==> config.mk <==
export PLATFORM = sky130hd
export DESIGN_NAME = riscv_trap_unit_flat
export DESIGN_NICKNAME = d
export VERILOG_FILES = /design/src/rtl/rvtu_pkg.sv /design/src/rtl/rvtu_req_if.sv /design/src/rtl/rvtu_rsp_if.sv /design/src/rtl/riscv_trap_unit.sv /design/src/rtl/rvtu_irq_pick.sv /design/src/rtl/rvtu_trap_calc.sv /design/src/flat_wrapper.sv
export SDC_FILE = /design/constraint.sdc
export NUM_CORES = 1
export LEC_CHECK = 0
export ABC_CLOCK_PERIOD_IN_PS = 6600
export BUFFER_PORTS_ARGS = -buffer_cell sky130_fd_sc_hd__buf_2
export CORE_UTILIZATION = 56
export DETAILED_ROUTE_END_ITERATION = 7
export GPL_TIMING_DRIVEN = 0
export PLACE_DENSITY = 0.93
export SLEW_MARGIN = 20
export SYNTH_ARGS = -nofsm -noshare
export SYNTH_HDL_FRONTEND = slang
export SYNTH_SLANG_ARGS = --single-unit
==> constraint.sdc <==
create_clock -name clock -period 6.6 [get_ports clock]
set_input_delay 0.66 -clock clock [delete_from_list [all_inputs] [get_ports clock]]
set_output_delay 0.66 -clock clock [all_outputs]
set_load 0.02 [all_outputs]
==> src/rtl/rvtu_pkg.sv <==
`timescale 1ns / 1ps
// ----------------------------------------------------------------------------
// rvtu_pkg - shared types and constants of the trap unit
// Codes, mstatus bit positions, interrupt priority order and the payload
// structs used by the channels and between the trap unit modules.
// ----------------------------------------------------------------------------
package rvtu_pkg;

   localparam int XLEN         = 32;
   localparam int IRQ_W        = 14;
   localparam int EXC_DELEG_W  = 16;
   localparam int CAUSE_W      = 5;
   localparam int IRQ_CODE_W   = 4;
   localparam int CSR_IDX_W    = 3;

   // Action codes presented with each item
   localparam logic [1:0] ActNone = 2'd0;
   localparam logic [1:0] ActExc  = 2'd1;
   localparam logic [1:0] ActMret = 2'd2;
   localparam logic [1:0] ActSret = 2'd3;

   // Event codes returned with each result
   localparam logic [2:0] EvtNone   = 3'd0;
   localparam logic [2:0] EvtTrapM  = 3'd1;
   localparam logic [2:0] EvtTrapS  = 3'd2;
   localparam logic [2:0] EvtReturn = 3'd3;
   localparam logic [2:0] EvtWake   = 3'd4;
   localparam logic [2:0] EvtError  = 3'd5;

   // Privilege levels
   localparam logic [1:0] PrivUser    = 2'd0;
   localparam logic [1:0] PrivSuper   = 2'd1;
   localparam logic [1:0] PrivInvalid = 2'd2;
   localparam logic [1:0] PrivMachine = 2'd3;

   // Configuration register indexes
   localparam logic [CSR_IDX_W-1:0] CsrIrqEnable = 3'd0;
   localparam logic [CSR_IDX_W-1:0] CsrIrqDeleg  = 3'd1;
   localparam logic [CSR_IDX_W-1:0] CsrExcDeleg  = 3'd2;
   localparam logic [CSR_IDX_W-1:0] CsrMtvec     = 3'd3;
   localparam logic [CSR_IDX_W-1:0] CsrStvec     = 3'd4;

   // mstatus bit positions
   localparam int StSie    = 1;
   localparam int StMie    = 3;
   localparam int StSpie   = 5;
   localparam int StMpie   = 7;
   localparam int StSpp    = 8;
   localparam int StMppLo  = 11;
   localparam int StMppHi  = 12;
   localparam int StMprv   = 17;

   localparam logic [1:0] VecModeVectored = 2'd1;

   // Environment call causes
   localparam logic [CAUSE_W-1:0] EcallCauseBase    = 5'd8;
   localparam logic [CAUSE_W-1:0] EcallCauseMachine = 5'd11;

   // Interrupt priority order, highest first
   localparam int MOrderN = 7;
   localparam int SOrderN = 4;
   localparam logic [IRQ_CODE_W-1:0] MOrder [MOrderN] =
      '{4'd11, 4'd3, 4'd7, 4'd9, 4'd1, 4'd5, 4'd13};
   localparam logic [IRQ_CODE_W-1:0] SOrder [SOrderN] =
      '{4'd9, 4'd1, 4'd5, 4'd13};

   typedef struct packed {
      logic [1:0]         action;
      logic               from_fetch;
      logic               is_ecall;
      logic [CAUSE_W-1:0] cause;
      logic [1:0]         priv;
      logic [XLEN-1:0]    exception_pc;
      logic [XLEN-1:0]    trap_value;
      logic               defer;
      logic               waiting;
      logic [XLEN-1:0]    resume_pc;
      logic [XLEN-1:0]    interrupt_pc;
      logic [IRQ_W-1:0]   pending_lines;
   } req_payload_type;

   typedef struct packed {
      logic [2:0]      event_res;
      logic [XLEN-1:0] redirect_pc;
      logic [1:0]      new_priv;
      logic [XLEN-1:0] status_out;
      logic [XLEN-1:0] cause_out;
      logic [XLEN-1:0] saved_epc;
      logic [XLEN-1:0] saved_tval;
   } rsp_payload_type;

   // Architectural state and configuration seen by the trap logic
   typedef struct packed {
      logic [XLEN-1:0]        status;
      logic [XLEN-1:0]        mepc;
      logic [XLEN-1:0]        sepc;
      logic [IRQ_W-1:0]       mie;
      logic [IRQ_W-1:0]       mideleg;
      logic [EXC_DELEG_W-1:0] medeleg;
      logic [XLEN-1:0]        mtvec;
      logic [XLEN-1:0]        stvec;
   } trap_state_type;

   // State writes caused by one item
   typedef struct packed {
      logic [XLEN-1:0] status_next;
      logic            mepc_we;
      logic            sepc_we;
      logic [XLEN-1:0] epc_value;
   } state_update_type;

endpackage

==> src/rtl/rvtu_req_if.sv <==
`timescale 1ns / 1ps
// ----------------------------------------------------------------------------
// rvtu_req_if - input channel of the trap unit
// Valid/ready handshake carrying one core cycle's trap request per item.
// ----------------------------------------------------------------------------
interface rvtu_req_if
   import rvtu_pkg::*;
   ();
   logic            valid;
   logic            ready;
   req_payload_type data;

   modport source (output valid, output data, input ready);
   modport sink   (input valid, input data, output ready);
endinterface

==> src/rtl/rvtu_rsp_if.sv <==
`timescale 1ns / 1ps
// ----------------------------------------------------------------------------
// rvtu_rsp_if - result channel of the trap unit
// Valid/ready handshake carrying one trap decision per item.
// ----------------------------------------------------------------------------
interface rvtu_rsp_if
   import rvtu_pkg::*;
   ();
   logic            valid;
   logic            ready;
   rsp_payload_type data;

   modport source (output valid, output data, input ready);
   modport sink   (input valid, input data, output ready);
endinterface

==> src/rtl/riscv_trap_unit.sv <==
`timescale 1ns / 1ps
// ----------------------------------------------------------------------------
// riscv_trap_unit - RISC-V trap and delegation unit
// Decides per core cycle whether to trap, return or wake, and keeps mstatus
// and the exception return addresses.
// ----------------------------------------------------------------------------
// Usage:
//   req_if carries one item per core cycle: the action (exception, mret,
//   sret or none), its pc and fault value, and the pending interrupt lines.
//   rsp_if returns one item for each request: the event, the redirect pc,
//   the new privilege and the mstatus, cause, epc and tval values written.
//   csr_* writes mie, mideleg, medeleg, mtvec and stvec; write them only
//   while no item is in flight.
//   Path: an accepted request goes into the request register, where the
//   decision logic and the state update run, then into the result register.
//   Throughput is one item per cycle while the receiver does not stall.
//   The state update happens as an item leaves the request register, so the
//   next item sees the state of the previous one with no bubble.
//   When the receiver stalls, the result register holds and the request
//   register holds one further item; req_if.ready falls once both are full.
//   Synchronous reset empties both registers and clears mstatus, the epc
//   registers and all configuration registers.
// ----------------------------------------------------------------------------
module riscv_trap_unit
   import rvtu_pkg::*;
   (
   input  logic                 clock,
   input  logic                 reset,
   rvtu_req_if.sink             req_if,
   rvtu_rsp_if.source           rsp_if,
   input  logic                 csr_we,
   input  logic [CSR_IDX_W-1:0] csr_index,
   input  logic [XLEN-1:0]      csr_wdata
   );

   // Configuration registers
   logic [IRQ_W-1:0]       mie_ff;
   logic [IRQ_W-1:0]       mideleg_ff;
   logic [EXC_DELEG_W-1:0] medeleg_ff;
   logic [XLEN-1:0]        mtvec_ff;
   logic [XLEN-1:0]        stvec_ff;

   // Architectural state
   logic [XLEN-1:0]        status_ff;
   logic [XLEN-1:0]        mepc_ff;
   logic [XLEN-1:0]        sepc_ff;

   // Pipeline registers
   logic                   s1_valid_ff;
   req_payload_type        s1_data_ff;
   logic                   rsp_valid_ff;
   rsp_payload_type        rsp_data_ff;

   logic                   rsp_advance;
   logic                   s1_advance;
   logic                   req_ready;
   trap_state_type         state;
   rsp_payload_type        calc_result;
   state_update_type       calc_upd;

   // Handshake
   assign rsp_advance = !rsp_valid_ff || rsp_if.ready;
   assign s1_advance  = s1_valid_ff && rsp_advance;
   assign req_ready   = !s1_valid_ff || rsp_advance;

   assign req_if.ready = req_ready;
   assign rsp_if.valid = rsp_valid_ff;
   assign rsp_if.data  = rsp_data_ff;

   assign state.status  = status_ff;
   assign state.mepc    = mepc_ff;
   assign state.sepc    = sepc_ff;
   assign state.mie     = mie_ff;
   assign state.mideleg = mideleg_ff;
   assign state.medeleg = medeleg_ff;
   assign state.mtvec   = mtvec_ff;
   assign state.stvec   = stvec_ff;

   rvtu_trap_calc u_trap_calc (
      .item   (s1_data_ff),
      .state  (state),
      .result (calc_result),
      .upd    (calc_upd)
   );

   // Write configuration registers
   always_ff @(posedge clock) begin
      if (reset) begin
         mie_ff     <= '0;
         mideleg_ff <= '0;
         medeleg_ff <= '0;
         mtvec_ff   <= '0;
         stvec_ff   <= '0;
      end else if (csr_we) begin
         unique case (csr_index)
            CsrIrqEnable: mie_ff     <= csr_wdata[IRQ_W-1:0];
            CsrIrqDeleg:  mideleg_ff <= csr_wdata[IRQ_W-1:0];
            CsrExcDeleg:  medeleg_ff <= csr_wdata[EXC_DELEG_W-1:0];
            CsrMtvec:     mtvec_ff   <= csr_wdata;
            CsrStvec:     stvec_ff   <= csr_wdata;
            default: ;
         endcase
      end
   end

   // Commit state as an item leaves the request register
   always_ff @(posedge clock) begin
      if (reset) begin
         status_ff <= '0;
         mepc_ff   <= '0;
         sepc_ff   <= '0;
      end else if (s1_advance) begin
         status_ff <= calc_upd.status_next;
         if (calc_upd.mepc_we) begin
            mepc_ff <= calc_upd.epc_value;
         end
         if (calc_upd.sepc_we) begin
            sepc_ff <= calc_upd.epc_value;
         end
      end
   end

   // Request register: take a new item whenever it is free or draining
   always_ff @(posedge clock) begin
      if (reset) begin
         s1_valid_ff <= 1'b0;
      end else if (req_ready) begin
         s1_valid_ff <= req_if.valid;
      end
   end

   always_ff @(posedge clock) begin
      if (req_ready && req_if.valid) begin
         s1_data_ff <= req_if.data;
      end
   end

   // Result register: hold while the receiver stalls
   always_ff @(posedge clock) begin
      if (reset) begin
         rsp_valid_ff <= 1'b0;
      end else if (rsp_advance) begin
         rsp_valid_ff <= s1_valid_ff;
      end
   end

   always_ff @(posedge clock) begin
      if (s1_advance) begin
         rsp_data_ff <= calc_result;
      end
   end

`ifndef SYNTHESIS
   // An item leaving the request register always lands in the result register
   a_advance_fills: assert property (@(posedge clock) disable iff (reset)
      s1_advance |=> rsp_valid_ff)
      else $error("item lost between request and result register");

   // A blocked request register keeps its item
   a_s1_hold: assert property (@(posedge clock) disable iff (reset)
      (s1_valid_ff && !rsp_advance) |=> (s1_valid_ff && $stable(s1_data_ff)))
      else $error("request register changed while blocked");

   // State changes only when an item is committed
   a_state_commit: assert property (@(posedge clock) disable iff (reset)
      !s1_advance |=> ($stable(status_ff) && $stable(mepc_ff) && $stable(sepc_ff)))
      else $error("trap state changed without a committed item");

   // A trap to M always clears MIE
   a_trap_m_mie: assert property (@(posedge clock) disable iff (reset)
      (rsp_valid_ff && (rsp_data_ff.event_res == EvtTrapM))
         |-> !rsp_data_ff.status_out[StMie])
      else $error("trap to M left MIE set");

   // Only traps report cause, epc and tval
   a_no_trap_fields: assert property (@(posedge clock) disable iff (reset)
      (rsp_valid_ff && (rsp_data_ff.event_res != EvtTrapM)
                    && (rsp_data_ff.event_res != EvtTrapS))
         |-> ((rsp_data_ff.cause_out == '0) && (rsp_data_ff.saved_epc == '0)
              && (rsp_data_ff.saved_tval == '0)))
      else $error("trap fields set on a non-trap event");
`endif

endmodule

==> src/rtl/rvtu_irq_pick.sv <==
`timescale 1ns / 1ps
// ----------------------------------------------------------------------------
// rvtu_irq_pick - interrupt selection
// Splits enabled pending interrupts into machine and supervisor sets and
// picks the highest priority one that the current privilege may take.
// ----------------------------------------------------------------------------
module rvtu_irq_pick
   import rvtu_pkg::*;
   (
   input  logic [1:0]            priv,
   input  logic                  status_mie,
   input  logic                  status_sie,
   input  logic [IRQ_W-1:0]      pend,
   input  logic [IRQ_W-1:0]      mideleg,
   output logic                  found,
   output logic [IRQ_CODE_W-1:0] code
   );

   logic             m_ie;
   logic             s_ie;
   logic [IRQ_W-1:0] m_en;
   logic [IRQ_W-1:0] s_en;
   logic             m_hit;
   logic             s_hit;
   logic [IRQ_CODE_W-1:0] m_code;
   logic [IRQ_CODE_W-1:0] s_code;

   // Global enables by privilege
   assign m_ie = (priv == PrivMachine) ? status_mie : 1'b1;
   assign s_ie = (priv == PrivSuper) ? status_sie : (priv == PrivUser);
   assign m_en = pend & ~mideleg;
   assign s_en = pend & mideleg;

   // Scan lowest priority first so the highest hit wins
   always_comb begin
      m_hit  = 1'b0;
      m_code = '0;
      for (int i = MOrderN - 1; i >= 0; i--) begin
         if (m_en[MOrder[i]]) begin
            m_hit  = 1'b1;
            m_code = MOrder[i];
         end
      end
      s_hit  = 1'b0;
      s_code = '0;
      for (int i = SOrderN - 1; i >= 0; i--) begin
         if (s_en[SOrder[i]]) begin
            s_hit  = 1'b1;
            s_code = SOrder[i];
         end
      end
   end

   // Machine interrupts before supervisor ones
   always_comb begin
      priority if (m_ie && m_hit) begin
         found = 1'b1;
         code  = m_code;
      end else if (s_ie && s_hit) begin
         found = 1'b1;
         code  = s_code;
      end else begin
         found = 1'b0;
         code  = '0;
      end
   end

endmodule

==> src/rtl/rvtu_trap_calc.sv <==
`timescale 1ns / 1ps
// ----------------------------------------------------------------------------
// rvtu_trap_calc - trap decision logic
// From one registered request and the current state, decides the event,
// builds the target and the new mstatus, and the state writes to make.
// ----------------------------------------------------------------------------
module rvtu_trap_calc
   import rvtu_pkg::*;
   (
   input  req_payload_type  item,
   input  trap_state_type   state,
   output rsp_payload_type  result,
   output state_update_type upd
   );

   logic [IRQ_W-1:0]       pend;
   logic                   irq_found;
   logic [IRQ_CODE_W-1:0]  irq_code;

   logic                   trap_intr;
   logic [CAUSE_W-1:0]     trap_code;
   logic [XLEN-1:0]        trap_epc;
   logic [XLEN-1:0]        trap_tval;
   logic [CAUSE_W-1:0]     exc_code;
   logic [EXC_DELEG_W-1:0] deleg;
   logic                   to_s;
   logic [XLEN-1:0]        trap_vec;
   logic [XLEN-1:0]        vec_base;
   logic [XLEN-1:0]        trap_target;
   logic [XLEN-1:0]        trap_status;
   logic [XLEN-1:0]        cause_word;

   logic [1:0]             mret_prev;
   logic [XLEN-1:0]        mret_status;
   logic [1:0]             sret_prev;
   logic [XLEN-1:0]        sret_status;

   assign pend = item.pending_lines & state.mie;

   rvtu_irq_pick u_irq_pick (
      .priv       (item.priv),
      .status_mie (state.status[StMie]),
      .status_sie (state.status[StSie]),
      .pend       (pend),
      .mideleg    (state.mideleg),
      .found      (irq_found),
      .code       (irq_code)
   );

   // Remap environment calls by privilege
   always_comb begin
      if (!item.is_ecall) begin
         exc_code = item.cause;
      end else if (item.priv == PrivMachine) begin
         exc_code = EcallCauseMachine;
      end else begin
         exc_code = EcallCauseBase + CAUSE_W'(item.priv);
      end
   end

   // Trap source: an exception when one is presented, else the interrupt
   assign trap_intr = (item.action != ActExc);
   assign trap_code = trap_intr ? CAUSE_W'(irq_code) : exc_code;
   assign trap_epc  = trap_intr ? (item.waiting ? item.resume_pc : item.interrupt_pc)
                                : item.exception_pc;
   assign trap_tval = trap_intr ? '0 : item.trap_value;

   // Delegate to S when below M and the cause bit is set
   assign deleg = trap_intr ? EXC_DELEG_W'(state.mideleg) : state.medeleg;
   assign to_s  = (item.priv != PrivMachine) && !trap_code[CAUSE_W-1]
                  && deleg[trap_code[CAUSE_W-2:0]];

   assign cause_word = {trap_intr, {(XLEN-CAUSE_W-1){1'b0}}, trap_code};

   // Direct or vectored target
   assign trap_vec = to_s ? state.stvec : state.mtvec;
   assign vec_base = {trap_vec[XLEN-1:2], 2'b00};
   always_comb begin
      if (trap_intr && (trap_vec[1:0] == VecModeVectored)) begin
         trap_target = vec_base + {{(XLEN-CAUSE_W-2){1'b0}}, trap_code, 2'b00};
      end else begin
         trap_target = vec_base;
      end
   end

   // Stack the interrupt enable and previous privilege
   always_comb begin
      trap_status = state.status;
      if (to_s) begin
         trap_status[StSpie] = state.status[StSie];
         trap_status[StSpp]  = (item.priv == PrivSuper);
         trap_status[StSie]  = 1'b0;
      end else begin
         trap_status[StMpie]           = state.status[StMie];
         trap_status[StMppHi:StMppLo] = item.priv;
         trap_status[StMie]            = 1'b0;
      end
   end

   // Unstack on mret
   assign mret_prev = state.status[StMppHi:StMppLo];
   always_comb begin
      mret_status                   = state.status;
      mret_status[StMie]            = state.status[StMpie];
      mret_status[StMpie]           = 1'b1;
      mret_status[StMppHi:StMppLo] = PrivUser;
      if (mret_prev != PrivMachine) begin
         mret_status[StMprv] = 1'b0;
      end
   end

   // Unstack on sret
   assign sret_prev = {1'b0, state.status[StSpp]};
   always_comb begin
      sret_status         = state.status;
      sret_status[StSie]  = state.status[StSpie];
      sret_status[StSpie] = 1'b1;
      sret_status[StSpp]  = 1'b0;
      sret_status[StMprv] = 1'b0;
   end

   // Select the event
   always_comb begin
      logic take;
      take               = 1'b0;
      result.event_res   = EvtNone;
      result.redirect_pc = '0;
      result.new_priv    = item.priv;
      result.status_out  = state.status;
      result.cause_out   = '0;
      result.saved_epc   = '0;
      result.saved_tval  = '0;
      upd.status_next    = state.status;
      upd.mepc_we        = 1'b0;
      upd.sepc_we        = 1'b0;
      upd.epc_value      = {trap_epc[XLEN-1:2], 2'b00};

      unique case (item.action)
         ActMret: begin
            result.event_res   = EvtReturn;
            result.redirect_pc = {state.mepc[XLEN-1:2], 2'b00};
            result.new_priv    = mret_prev;
            result.status_out  = mret_status;
            upd.status_next    = mret_status;
         end
         ActSret: begin
            result.event_res   = EvtReturn;
            result.redirect_pc = {state.sepc[XLEN-1:2], 2'b00};
            result.new_priv    = sret_prev;
            result.status_out  = sret_status;
            upd.status_next    = sret_status;
         end
         ActExc: begin
            priority if (item.from_fetch && item.defer) begin
               // drop a deferred fetch exception
            end else if (item.priv == PrivInvalid) begin
               result.event_res = EvtError;
            end else begin
               take = 1'b1;
            end
         end
         default: begin
            priority if (item.defer || (pend == '0)) begin
               // nothing to do this cycle
            end else if (item.priv == PrivInvalid) begin
               result.event_res = EvtError;
            end else if (irq_found) begin
               take = 1'b1;
            end else if (item.waiting) begin
               result.event_res   = EvtWake;
               result.redirect_pc = item.resume_pc;
            end
         end
      endcase

      if (take) begin
         result.event_res   = to_s ? EvtTrapS : EvtTrapM;
         result.redirect_pc = trap_target;
         result.new_priv    = to_s ? PrivSuper : PrivMachine;
         result.status_out  = trap_status;
         result.cause_out   = cause_word;
         result.saved_epc   = {trap_epc[XLEN-1:2], 2'b00};
         result.saved_tval  = trap_tval;
         upd.status_next    = trap_status;
         upd.mepc_we        = !to_s;
         upd.sepc_we        = to_s;
      end
   end

endmodule
==> src/flat_wrapper.sv <==
// flat-port wrapper written by rule: the top's interface ports become plain ports
module riscv_trap_unit_flat import rvtu_pkg::*;
  (clock, reset, csr_we, csr_index, csr_wdata, req_if_valid, req_if_data, req_if_ready, rsp_if_valid, rsp_if_data, rsp_if_ready);
  rvtu_req_if req_if_i ();
  rvtu_rsp_if rsp_if_i ();
  input  logic clock;
  input  logic reset;
  input  logic csr_we;
  input  logic [CSR_IDX_W-1:0] csr_index;
  input  logic [XLEN-1:0] csr_wdata;
  input wire logic [$bits(req_if_i.valid)-1:0] req_if_valid;
  input wire logic [$bits(req_if_i.data)-1:0] req_if_data;
  output wire logic [$bits(req_if_i.ready)-1:0] req_if_ready;
  output wire logic [$bits(rsp_if_i.valid)-1:0] rsp_if_valid;
  output wire logic [$bits(rsp_if_i.data)-1:0] rsp_if_data;
  input wire logic [$bits(rsp_if_i.ready)-1:0] rsp_if_ready;
  assign req_if_i.valid = req_if_valid;
  assign req_if_i.data = req_if_data;
  assign req_if_ready = req_if_i.ready;
  assign rsp_if_valid = rsp_if_i.valid;
  assign rsp_if_data = rsp_if_i.data;
  assign rsp_if_i.ready = rsp_if_ready;
  riscv_trap_unit u_core (.clock(clock), .reset(reset), .req_if(req_if_i), .rsp_if(rsp_if_i), .csr_we(csr_we), .csr_index(csr_index), .csr_wdata(csr_wdata));
endmodule
Word level (Yosys, flattened, before mapping) --
Cells that the tools add are included.
Cells by class: add/subtract/negate cells 2, multipliers 0, divide/modulo/power cells 0, magnitude comparators 1, equal/unequal tests 16, shifts and indexed selects 0, multiplexer cells 67, bitwise logic cells 5, reductions and logical operators 33
Operator list (number):
- 32-bit two-way mux | 6
- 165-bit two-way mux | 1
- 35-bit two-way mux | 3
- 32-bit case mux with 3 select lines | 1
- 34-bit case mux with 2 select lines | 1
- 4-bit two-way mux | 13
- 14-bit AND | 3
- 18-bit case mux with 2 select lines | 1
- 32-bit by 7-bit adder with 32-bit output | 1
- 1-bit two-way mux | 27
- 16-bit two-way mux | 1
- 15-bit two-way mux | 1
- 5-bit two-way mux | 3
- 14-bit logical NOT | 1
- 14-bit inverter | 1
- 2-bit AND reduction | 7
- 3-bit two-way mux | 3
- 3-bit AND reduction | 3
- 2-bit == test, second input constant | 4
- 1-bit logical AND | 8
- 2-bit != test, second input constant | 4
- 2-bit by 1-bit == test with 1-bit output, second input constant | 3
- 3-bit by 2-bit == test with 1-bit output, second input constant | 2
- 2-bit two-way mux | 3
- other kinds (15) | 23
Storage, ports and cells: bits in registers 498, latch bits 0, bits in writable memories 0, memory bits (read-only) 0, logic and storage cells 158, memories 0

Longest topological paths before layout --
Gate-level depths: netlist of the first run.
depth in word-level cells 20, mapped depth 24, depth with buffers taken out 22

By module --
A second synthesis of the first run with hierarchy kept.
Second synthesis, totals: cells, all modules 1987, area total of the unflattened synthesis 22658.0 um^2
Modules (own cells, without submodules):
- riscv_trap_unit | times used 1, cells an instance 1200, area an instance 17325.4 um^2, seq. area each 13733.2 um^2
- rvtu_trap_calc | times used 1, cells an instance 753, area an instance 5082.4 um^2, seq. area each 0.0 um^2
- rvtu_irq_pick | times used 1, cells an instance 34, area an instance 250.2 um^2, seq. area each 0.0 um^2

Worst setup path before layout of the first run --
Ideal clock, no wire load.
path kind register to register, from register u_core.s1_data_ff[11] in the netlist's numbering, to register u_core.rsp_data_ff, in the netlist u_core.rsp_if.data[157], data pin, data arrival time 4749 ps, required time 6344 ps, slack 1595 ps, stages on the path, launching flop included 22, buffers on the path 2, clock period less this slack 5005 ps, cells stage by stage edfxtp_1 and3b_1 or3_4 a21oi_4 mux4_2 and3_1 a2111oi_0 or4_4 buf_6 buf_2 mux2i_1 inv_1 ha_1 a21o_1 a21o_1 a21o_1 a21oi_1 nor2_1 nand3_1 o21bai_1 a21o_1 a31o_2
RTL lines:
- start: declaration | line riscv_trap_unit.sv:50 | req_payload_type s1_data_ff;
- start signal: assignment | line riscv_trap_unit.sv:134 | s1_data_ff <= req_if.data;
- end signal: assignment | line riscv_trap_unit.sv:149 | rsp_data_ff <= calc_result;
- end: declaration | line riscv_trap_unit.sv:52 | rsp_payload_type rsp_data_ff;

==> out/qor.txt, run 1 <==
Slew at the pin with the worst max-slew slack -> 1020 ps
Global-route wire length before repair -> 79.8 mm
Post-synth top area share -> 42.0%
CTS tree -> built
DR pass1 iterations -> 8
Final setup fails -> 0
GRT overflow -> 0
WS Path Type -> reg2reg
GRT met2 Usage -> 51.1%
Adder-Cell Fraction of Synth Area -> 0.437%
Clock Root Buffer -> clkbuf_16
Initial drt markers -> 1,812
Yosys top cell by area -> edfxtp_1
Peak Freq -> 157 MHz
Cell Count, Final, Fillers Out -> 2,575
Post-Place Worst Slack -> 110 ps
Slew HR -> 32.0%
Largest family of logic cells by synthesized area -> simple AND/OR/NAND/NOR gates
GR met3 Demand/Resource -> 6.28%
CP Launch Type -> register
Leakage -> 8.98 nW
Final Hold Viols -> 0
Crit Path Max Fanout -> 10
Most common cell after layout, fill and taps aside -> buf_2
Synth Area in XOR/XNOR -> 2.32%
Maxcap violations -> 0
Die Y -> 186 µm
Vias in the first global route -> 14,752
Final setup TNS -> 0 ps
VDD IR max -> 0.000169 V
Wire per inst -> 21.0 µm
Share of cells above drive strength 1 -> 23.6%
Slowest CP cell -> clkdlybuf4s15_1
Top_reg_cell synth -> edfxtp_1
Worst-path clk slew -> 60 ps
Unrepaired setup endpoints after global routing -> no
Warnings from Yosys -> 0
Final Critical Period -> 6390 ps
Tcrit/Tclk final -> 96.7%
Compound-cell area share of the yosys netlist -> 9.30%
Worst Skew -> 17.0 ps
Initial Util -> 57.4%
Outcome -> completed
FP Rows -> 66
Core Box Area -> 32,900 µm²
Clk_lat worst skew -> 550 ps
Post-synthesis average cell area -> 11.2 µm²
Remaining antenna violation count -> 0
Full die area -> 34,400 µm²
Most frequent CP cell -> a21o_1
Chip Width -> 186 µm
CP cell instances -> nor2b_2, buf_2, clkdlybuf4s15_1, nor2_1, a211oi_1, o21ai_0, or4_4, buf_6, buf_2, mux2i_1, inv_1, ha_1, a21o_1, a21o_1, a21o_1, a21o_1, clkbuf_2, nand3_1, xnor2_1, o21ai_0, o21ai_0
Synth Instances -> 1,685
Most frequent cells in the layout -> buf_2 (311), nand2_1 (296), edfxtp_1 (264), dfxtp_1 (177), a21oi_1 (129)
CTS max path bufs -> 3
Maximum number of pins on one net before global-route repair -> 85
Crit. End Element -> register
CP max stage delay -> 740 ps
Via count -> 14,934
Most Crowded Layer GR -> met2
Htree depth -> 2
TritonCTS buffer count -> 44
GR Layer Usage met1 -> 37.2%
Simple-Gate Fraction of Synth Area -> 14.2%
Worst hold-check path type -> in2reg
Inst Count DP -> 2,486
CP arrival -> 6650 ps
Vias per inst -> 5.80
Cell Pwr Density -> 271 nW/µm²
Async SR Flop Fraction -> 0%
DP Wirelength -> 39.1 mm
Port buffer count -> 305
Final setup margin -> 215 ps
Layout area overhead -> 20.4%
Seq cells post-synth -> 441
Residual DRC -> 0
Util after Layout -> 69.2%
Share of the yosys chip area belonging to registers -> 60.8%
Ports -> 362
RD Place Congestion -> 0.900
Post-Syn Area -> 18,900 µm²
Post-synth EDFFs -> 264
Final Max Slew Viols -> 0
Cell variety after synth -> 69
Gr usage total -> 30.7%
Mux cell area share after synthesis -> 8.36%
Initial antenna violation count -> 13
TritonCTS Sinks -> 441
Synth area leaders -> edfxtp_1 (42%), dfxtp_1 (19%), nand2_1 (5.9%)
Required time worst endpoint -> 6860 ps
Final nets -> 2,291
Final wirelength -> 54.0 mm
## through the flow
step	area [µm²]	hold slack [ps]	total power, mW
3_3_place_gp	21100	439	3.66
4_1_cts	22700	275	6.16
5_1_grt	22700	268	6.34
2_1_floorplan	19100	432	3.45
3_5_place_dp	21200	448	3.68
6_report	22700	285	6.17
## cell usage after synthesis, types with 3 or more instances
master / count
mux2_2: 37
xnor2_1: 27
clkbuf_1: 74
edfxtp_1: 264
o21ai_0: 74
buf_2: 6
mux4_2: 4
and3_1: 16
nand3_1: 34
ha_1: 5
and2_1: 72
a32oi_1: 30
o211ai_1: 4
nand3b_1: 6
inv_1: 17
nor2b_1: 8
buf_4: 55
or3_1: 3
a211oi_1: 5
a21oi_1: 130
and4_1: 6
a22o_1: 4
nor3_1: 6
nor2_1: 103
buf_6: 4
buf_1: 8
nand4_1: 6
or2_2: 5
nor4_1: 3
a21o_1: 7
xor2_1: 23
nand2b_1: 4
mux2i_1: 106
nor3b_1: 5
a221oi_1: 3
o221ai_1: 4
nand2_1: 296
dfxtp_1: 177
and3b_1: 6
## where the power goes
part           total, mW  switching (mW)  internal (mW)
Sequential          3.09          0.0519           3.04
Combinational      0.543           0.361          0.182
Clock               2.54            1.04           1.49
Total               6.17            1.46           4.71
## cells by family (layout without fill, tap and decap cells)
group	Yosys count	after routing
xor gates and xnor gates	50	50
DFF	441	441
AOI/OAI and AO/OA	289	289
and+or+nand+nor	586	586
muxes	148	148
buffers and inverters	164	551
other	1	62
adders and majority gates	6	6
## path summary, 6_finish.rpt
path                        endpoint  slack, ps  cells after the start                    from
min            u_core.s1_data_ff[55]        290                      1         req_if_data[55]
max reg2reg  u_core.rsp_if.data[147]        210                     21  u_core.s1_data_ff[153]
min reg2reg     u_core.medeleg_ff[5]        460                      2    u_core.medeleg_ff[5]
max          u_core.rsp_if.data[147]        210                     21  u_core.s1_data_ff[153]
## worst max-delay path: cells and delay by family, from the launching register on
kind | cells | cell delay (ps)
flops | 1 | 570
buf+inv | 6 | 1890
simple gates | 4 | 1130
compound gates | 8 | 1780
xor+xnor | 1 | 90
mux | 1 | 370
fa+ha+maj | 1 | 290
## layer usage
metal,vias to the layer above,part of all wire (%)
li1,6688,-
met1,7102,37
met2,926,48
met3,212,9.2
met4,6,5.3
met5,-,0.072
## repair_timing
action | 4_1_cts | 5_1_grt
endpoints found under the setup margin | 0 | 15
gates resized for setup | 0 | 6
buffers inserted | 0 | 0
hold buffers | 0 | 0
## cell type report
class	instances	area (µm²)
well taps	442	553
clock buffers	59	1220
flip-flops and latches	441	11500
fillers	2300	10100
plain buffers	147	803
inverters	17	68.8
repair buffers	308	1610
clock inverters	20	235
diodes	10	25.0
multi-input cells	1131	6750
## state kept, by name (all words and copies together) (netlist names), 8 cells and up
name and count:
u_core.medeleg_ff 16, u_core.mepc_ff 30, u_core.rsp_if.data 113, u_core.mie_ff 14
u_core.mtvec_ff 32, u_core.status_ff 8, u_core.s1_data_ff 151, u_core.stvec_ff 32
u_core.mideleg_ff 13, u_core.sepc_ff 30
No activity file was read; power rests on OpenSTA's default activity.
==> inputs of run 2 (changes only) <==
--- a/config.mk
+++ b/config.mk
@@ -7,10 +7,12 @@
 export LEC_CHECK = 0
 export ABC_CLOCK_PERIOD_IN_PS = 6600
 export BUFFER_PORTS_ARGS = -buffer_cell sky130_fd_sc_hd__buf_2
+export CORE_MARGIN = 2
 export CORE_UTILIZATION = 56
 export DETAILED_ROUTE_END_ITERATION = 7
 export GPL_TIMING_DRIVEN = 0
 export PLACE_DENSITY = 0.93
+export RECOVER_POWER = 50
 export SLEW_MARGIN = 20
 export SYNTH_ARGS = -nofsm -noshare
 export SYNTH_HDL_FRONTEND = slang
==> run 2 against run 1 <==
  * The run now ends with capacitance limit, slew limit left
  * Critical path depth is 1 higher
  * Power is 0.33% lower
  * Die area is 2.2% higher
  * Non-clock buffer count stayed put
  * Sequential share of layout area is 0.32 points higher
  * Register-to-register slack better by 140 ps
  * Global-route usage is 0.78 points lower
  * Worst setup slack better by 140 ps
  * Maximum frequency is 2.3% higher
  * Clock power hardly changed
  * Largest power group unchanged
  * Highest routed layer unchanged
==> out/qor.txt, run 2 (synthesis gave the netlist of run 1 again) <==
Final setup TNS -> 0 ps
Wire per inst -> 20.9 µm
Leakage -> 8.65 nW
VDD IR max -> 0.000199 V
Failing checks -> capacitance limit, slew limit
Tcrit/Tclk final -> 94.6%
Maxcap violations -> 1
Gr usage total -> 29.9%
Die Y -> 188 µm
CTS tree -> built
Slew HR -> -163%
Global-route wire length before repair -> 81.8 mm
Inst Count DP -> 2,492
Unrepaired setup endpoints after global routing -> no
Required time worst endpoint -> 6890 ps
Cell Count, Final, Fillers Out -> 2,587
Peak Freq -> 160 MHz
Maximum number of pins on one net before global-route repair -> 68
Final nets -> 2,292
DR pass1 iterations -> 6
Port buffer count -> 305
Outcome -> finished, violations left
Largest Register -> u_core.s1_data_ff
Vias per inst -> 5.80
Most common cell after layout, fill and taps aside -> nand2_1
Ports -> 362
Via count -> 15,017
Worst hold-check path type -> in2reg
Util after Layout -> 67.7%
Slew at the pin with the worst max-slew slack -> 3950 ps
Final Hold Viols -> 0
Full die area -> 35,200 µm²
Final Max Slew Viols -> 61
Core Box Area -> 33,400 µm²
Clk_lat worst skew -> 560 ps
Crit Path Max Fanout -> 10
Final setup fails -> 0
Number of flip-flops under the largest register name -> 151
Post-CTS Setup Repair Bufs -> 0
Initial antenna violation count -> 12
Worst-path clk slew -> 70 ps
Clock Root Buffer -> clkbuf_16
Cell Pwr Density -> 272 nW/µm²
Final setup margin -> 358 ps
Residual DRC -> 0
TritonCTS buffer count -> 45
Remaining antenna violation count -> 0
Crit. End Element -> register
Initial Util -> 56.6%
WHS -> 268 ps
CP arrival -> 6530 ps
CTS max path bufs -> 3
Layout area overhead -> 19.6%
Final wirelength -> 54.1 mm
Chip Width -> 188 µm
DP Wirelength -> 38.4 mm
Most frequent cells in the layout -> nand2_1 (296), edfxtp_1 (264), clkbuf_1 (209), buf_2 (190), dfxtp_1 (177)
Share of cells above drive strength 1 -> 17.9%
Vias in the first global route -> 14,964
Final Critical Period -> 6240 ps
Htree depth -> 2
Post-Place Worst Slack -> 214 ps
GRT overflow -> 0
FP Rows -> 67
TritonCTS Sinks -> 441
CP Launch Type -> register
RD Place Congestion -> 0.936
Worst Skew -> 26.5 ps
WS Path Type -> reg2reg
Initial drt markers -> 1,573
[run 2: cell count changes in the layout (fill, tap and decap cells not counted), sizes merged]
cell,previous run,this run
clkbuf,132,265
bufinv,5,2
clkinvlp,1,2
inv,18,19
clkinv,13,10
diode,10,11
clkdlybuf4s15,1,0
buf,381,258
[run 2: path summary, 6_finish.rpt]
path | start | to | slack (ps) | cells after the start
setup / recovery | u_core.s1_data_ff[145] | u_core.rsp_if.data[153] | 360 | 22
setup reg to reg | u_core.s1_data_ff[145] | u_core.rsp_if.data[153] | 360 | 22
hold / removal | req_if_data[31] | u_core.s1_data_ff[31] | 270 | 1
hold reg to reg | u_core.medeleg_ff[6] | u_core.medeleg_ff[6] | 450 | 2
[run 2: routing by layer]
metal	routed length, µm	global-route usage [%]	share of wire (%)	vias up
met5	13	0	0.024	-
met4	3010	17.8	5.6	2
met3	4890	5.33	9.0	201
met2	26200	49.5	48	971
met1	20000	36.9	37	7147
li1	-	-	-	6696
[run 2: power breakdown]
group          internal, mW  switching [mW]
logic                 0.171           0.362
registers              3.04          0.0527
clock network          1.47            1.05
total                  4.68            1.47
[run 2: final cells by class]
| cell class | count | area [µm²] |
|---|---|---|
| Antenna cell | 11 | 27.5 |
| Buffer | 147 | 798 |
| Clock buffer | 68 | 1320 |
| Clock inverter | 16 | 148 |
| Fill cell | 2413 | 10800 |
| Inverter | 17 | 68.8 |
| Multi-Input combinational cell | 1131 | 6740 |
| Sequential cell | 441 | 11500 |
| Tap cell | 448 | 561 |
| Timing Repair Buffer | 308 | 1450 |
[run 2: repair_timing]
| item | 4_1_cts | 5_1_grt |
|---|---|---|
| hold buffers | 0 | 0 |
| resized for setup | 0 | 5 |
| hold endpoints to repair | 0 | 0 |
| setup endpoints to repair | 0 | 19 |
[run 2: worst max-delay path, cell delays in order (launching register included)]
cell       delay (ps)
edfxtp_1          330
clkbuf_1          350
nand3b_1          230
and2_1            260
a21oi_4           370
mux4_2            400
and3_1            210
a2111oi_0         390
or4_4             230
buf_6             190
buf_2             280
mux2i_1           400
inv_1              90
ha_1              290
a21o_1            180
a21o_1            200
a21o_1            200
a21oi_1           450
nor2_1            250
xnor2_1           210
nor2_1             50
a21oi_1           290
o21ai_0           140
[run 2: through the flow]
stage / total power, mW / instance area [µm²]
global route: 6.32 / 22600
CTS: 6.16 / 22700
global placement: 3.66 / 21200
detailed placement: 3.67 / 21200
finish: 6.15 / 22600
floorplan: 3.45 / 19100
==> inputs of run 3 (changes only) <==
--- a/config.mk
+++ b/config.mk
@@ -10,7 +10,6 @@
 export CORE_MARGIN = 2
 export CORE_UTILIZATION = 56
 export DETAILED_ROUTE_END_ITERATION = 7
-export GPL_TIMING_DRIVEN = 0
 export PLACE_DENSITY = 0.93
 export RECOVER_POWER = 50
 export SLEW_MARGIN = 20
==> run 3 against run 2 <==
  * The flow still finishes with violations (capacitance limit, slew limit)
  * Hold slack better by 12 ps
  * Global-route usage is 2.5 points lower
  * Wire length is 6.7% lower
  * Count of clock-buffer cells in the layout is 9 lower
  * Sequential power hardly changed
  * Sequential share of layout area is 1.7 points higher
  * Final cell count is 4.9% lower
  * Maximum frequency is 5.7% higher
  * Worst setup slack better by 340 ps
  * Largest power group unchanged
==> out/qor.txt, run 3 (synthesis gave the netlist of run 1 again) <==
TritonCTS Sinks -> 441
Leakage -> 8.23 nW
DR pass1 iterations -> 8
Full die area -> 35,200 µm²
CP Launch Type -> register
GRT overflow -> 0
Global-route wire length before repair -> 76.1 mm
Most frequent cells in the layout -> nand2_1 (296), edfxtp_1 (264), buf_2 (178), dfxtp_1 (177), clkbuf_1 (140)
Residual DRC -> 0
Initial drt markers -> 1,476
Final wirelength -> 50.5 mm
CTS tree -> built
Slew HR -> -217%
Tcrit/Tclk final -> 89.5%
Vias per inst -> 5.87
Number of flip-flops under the largest register name -> 151
Final setup margin -> 694 ps
Core Box Area -> 33,400 µm²
Ports -> 362
Final Hold Viols -> 0
WS Path Type -> reg2reg
Clk_lat worst skew -> 550 ps
Inst Count DP -> 2,363
CTS max path bufs -> 3
Failing checks -> capacitance limit, slew limit
Largest Register -> u_core.s1_data_ff
R2R cell count -> 20
Slew at the pin with the worst max-slew slack -> 4750 ps
Post-Place Worst Slack -> 1090 ps
Worst R2R Setup Slack -> 690 ps
VDD IR max -> 0.000221 V
Unrepaired setup endpoints after global routing -> no
Chip Width -> 188 µm
Remaining antenna violation count -> 0
FP Rows -> 67
Post-CTS Setup Repair Bufs -> 0
Port buffer count -> 305
Final nets -> 2,162
Required time worst endpoint -> 6860 ps
Crit. End Element -> register
Initial Util -> 56.6%
Hold_buf cts -> 0
Peak Freq -> 169 MHz
Setup crit end -> u_core.rsp_if.data[150]
Worst Skew -> 24.7 ps
Layout area overhead -> 15.7%
Crit path from -> u_core.s1_data_ff[9]
Share of cells above drive strength 1 -> 16.4%
WHS -> 280 ps
DP Wirelength -> 33.5 mm
CP arrival -> 6170 ps
Final Max Slew Viols -> 221
Wire per inst -> 20.5 µm
Crit Path Max Fanout -> 6
Critical R2R Launch -> u_core.s1_data_ff[9]
Outcome -> finished, violations left
Clock Root Buffer -> clkbuf_16
Worst hold-check path type -> in2reg
Cell Count, Final, Fillers Out -> 2,460
Gr usage total -> 27.4%
RD Place Congestion -> 0.884
Worst-path clk slew -> 60 ps
Cell Pwr Density -> 275 nW/µm²
Final setup TNS -> 0 ps
Initial antenna violation count -> 15
Final Critical Period -> 5910 ps
Final setup fails -> 0
Maxcap violations -> 5
TritonCTS buffer count -> 44
Reg2reg end -> u_core.rsp_if.data[150]
Htree depth -> 2
Maximum number of pins on one net before global-route repair -> 98
Die Y -> 188 µm
Cts repair resizes -> 0
Most common cell after layout, fill and taps aside -> nand2_1
Vias in the first global route -> 14,289
Via count -> 14,434
==> run 3: worst min path at each step <==
stage	startpoint	endpoint	slack, ps	cells after the start
detailed placement	u_core.medeleg_ff[0]	u_core.medeleg_ff[0]	450	2
global placement	u_core.mtvec_ff[0]	u_core.mtvec_ff[0]	440	2
CTS	req_if_data[54]	u_core.s1_data_ff[54]	270	1
finish	req_if_data[17]	u_core.s1_data_ff[17]	280	1
global route	req_if_data[124]	u_core.s1_data_ff[124]	270	1
floorplan	u_core.mtvec_ff[0]	u_core.mtvec_ff[0]	430	2
==> run 3: where the power goes <==
| part | internal [mW] | total, mW | switching (mW) |
|---|---|---|---|
| registers | 3.04 | 3.10 | 0.0520 |
| clock network | 1.41 | 2.43 | 1.03 |
| logic | 0.141 | 0.475 | 0.334 |
| total | 4.59 | 6.00 | 1.41 |
==> run 3: layout make-up <==
type | count | area (µm²)
Tap cell | 448 | 561
Clock buffer | 59 | 1210
Sequential cell | 441 | 11500
Fill cell | 2410 | 11500
Timing Repair Buffer | 326 | 1520
Multi-Input combinational cell | 1131 | 6780
Clock inverter | 23 | 194
Antenna cell | 15 | 37.5
Inverter | 17 | 65.1
==> run 3: metal layers <==
layer / share of wire [%] / routed length [µm] / GRT usage, % / up-vias
li1: - / - / - / 6439
met3: 9.0 / 4550 / 5.76 / 197
met4: 5.5 / 2760 / 14.7 / 6
met2: 50 / 25100 / 47.8 / 850
met1: 36 / 18000 / 31.7 / 6942
met5: 0.081 / 41 / 0 / -
==> run 3: critical path: stages (launching register included) <==
cell and delay, ps:
edfxtp_1 440, and3b_1 220, a211o_1 270, a2111oi_0 590, mux2_1 250, o21ai_1 70, and4_1 220, or4_4 600
mux2_2 280, ha_1 190, inv_1 60, fa_1 400, nor2b_1 120, o21ai_0 80, nand2b_1 140, a21oi_1 200
nor3_1 600, nand4_1 200, mux2i_1 250, xor2_1 340, o21ai_0 110
==> run 3: metrics by stage <==
stage,util (%),instance area [µm²],total power [mW]
after floorplan,-,19100,3.45
after global placement,61.6,20600,3.60
after detailed placement,61.6,20600,3.62
after CTS,65.8,22000,6.01
after global routing,65.4,21800,6.17
final,65.5,21800,6.00
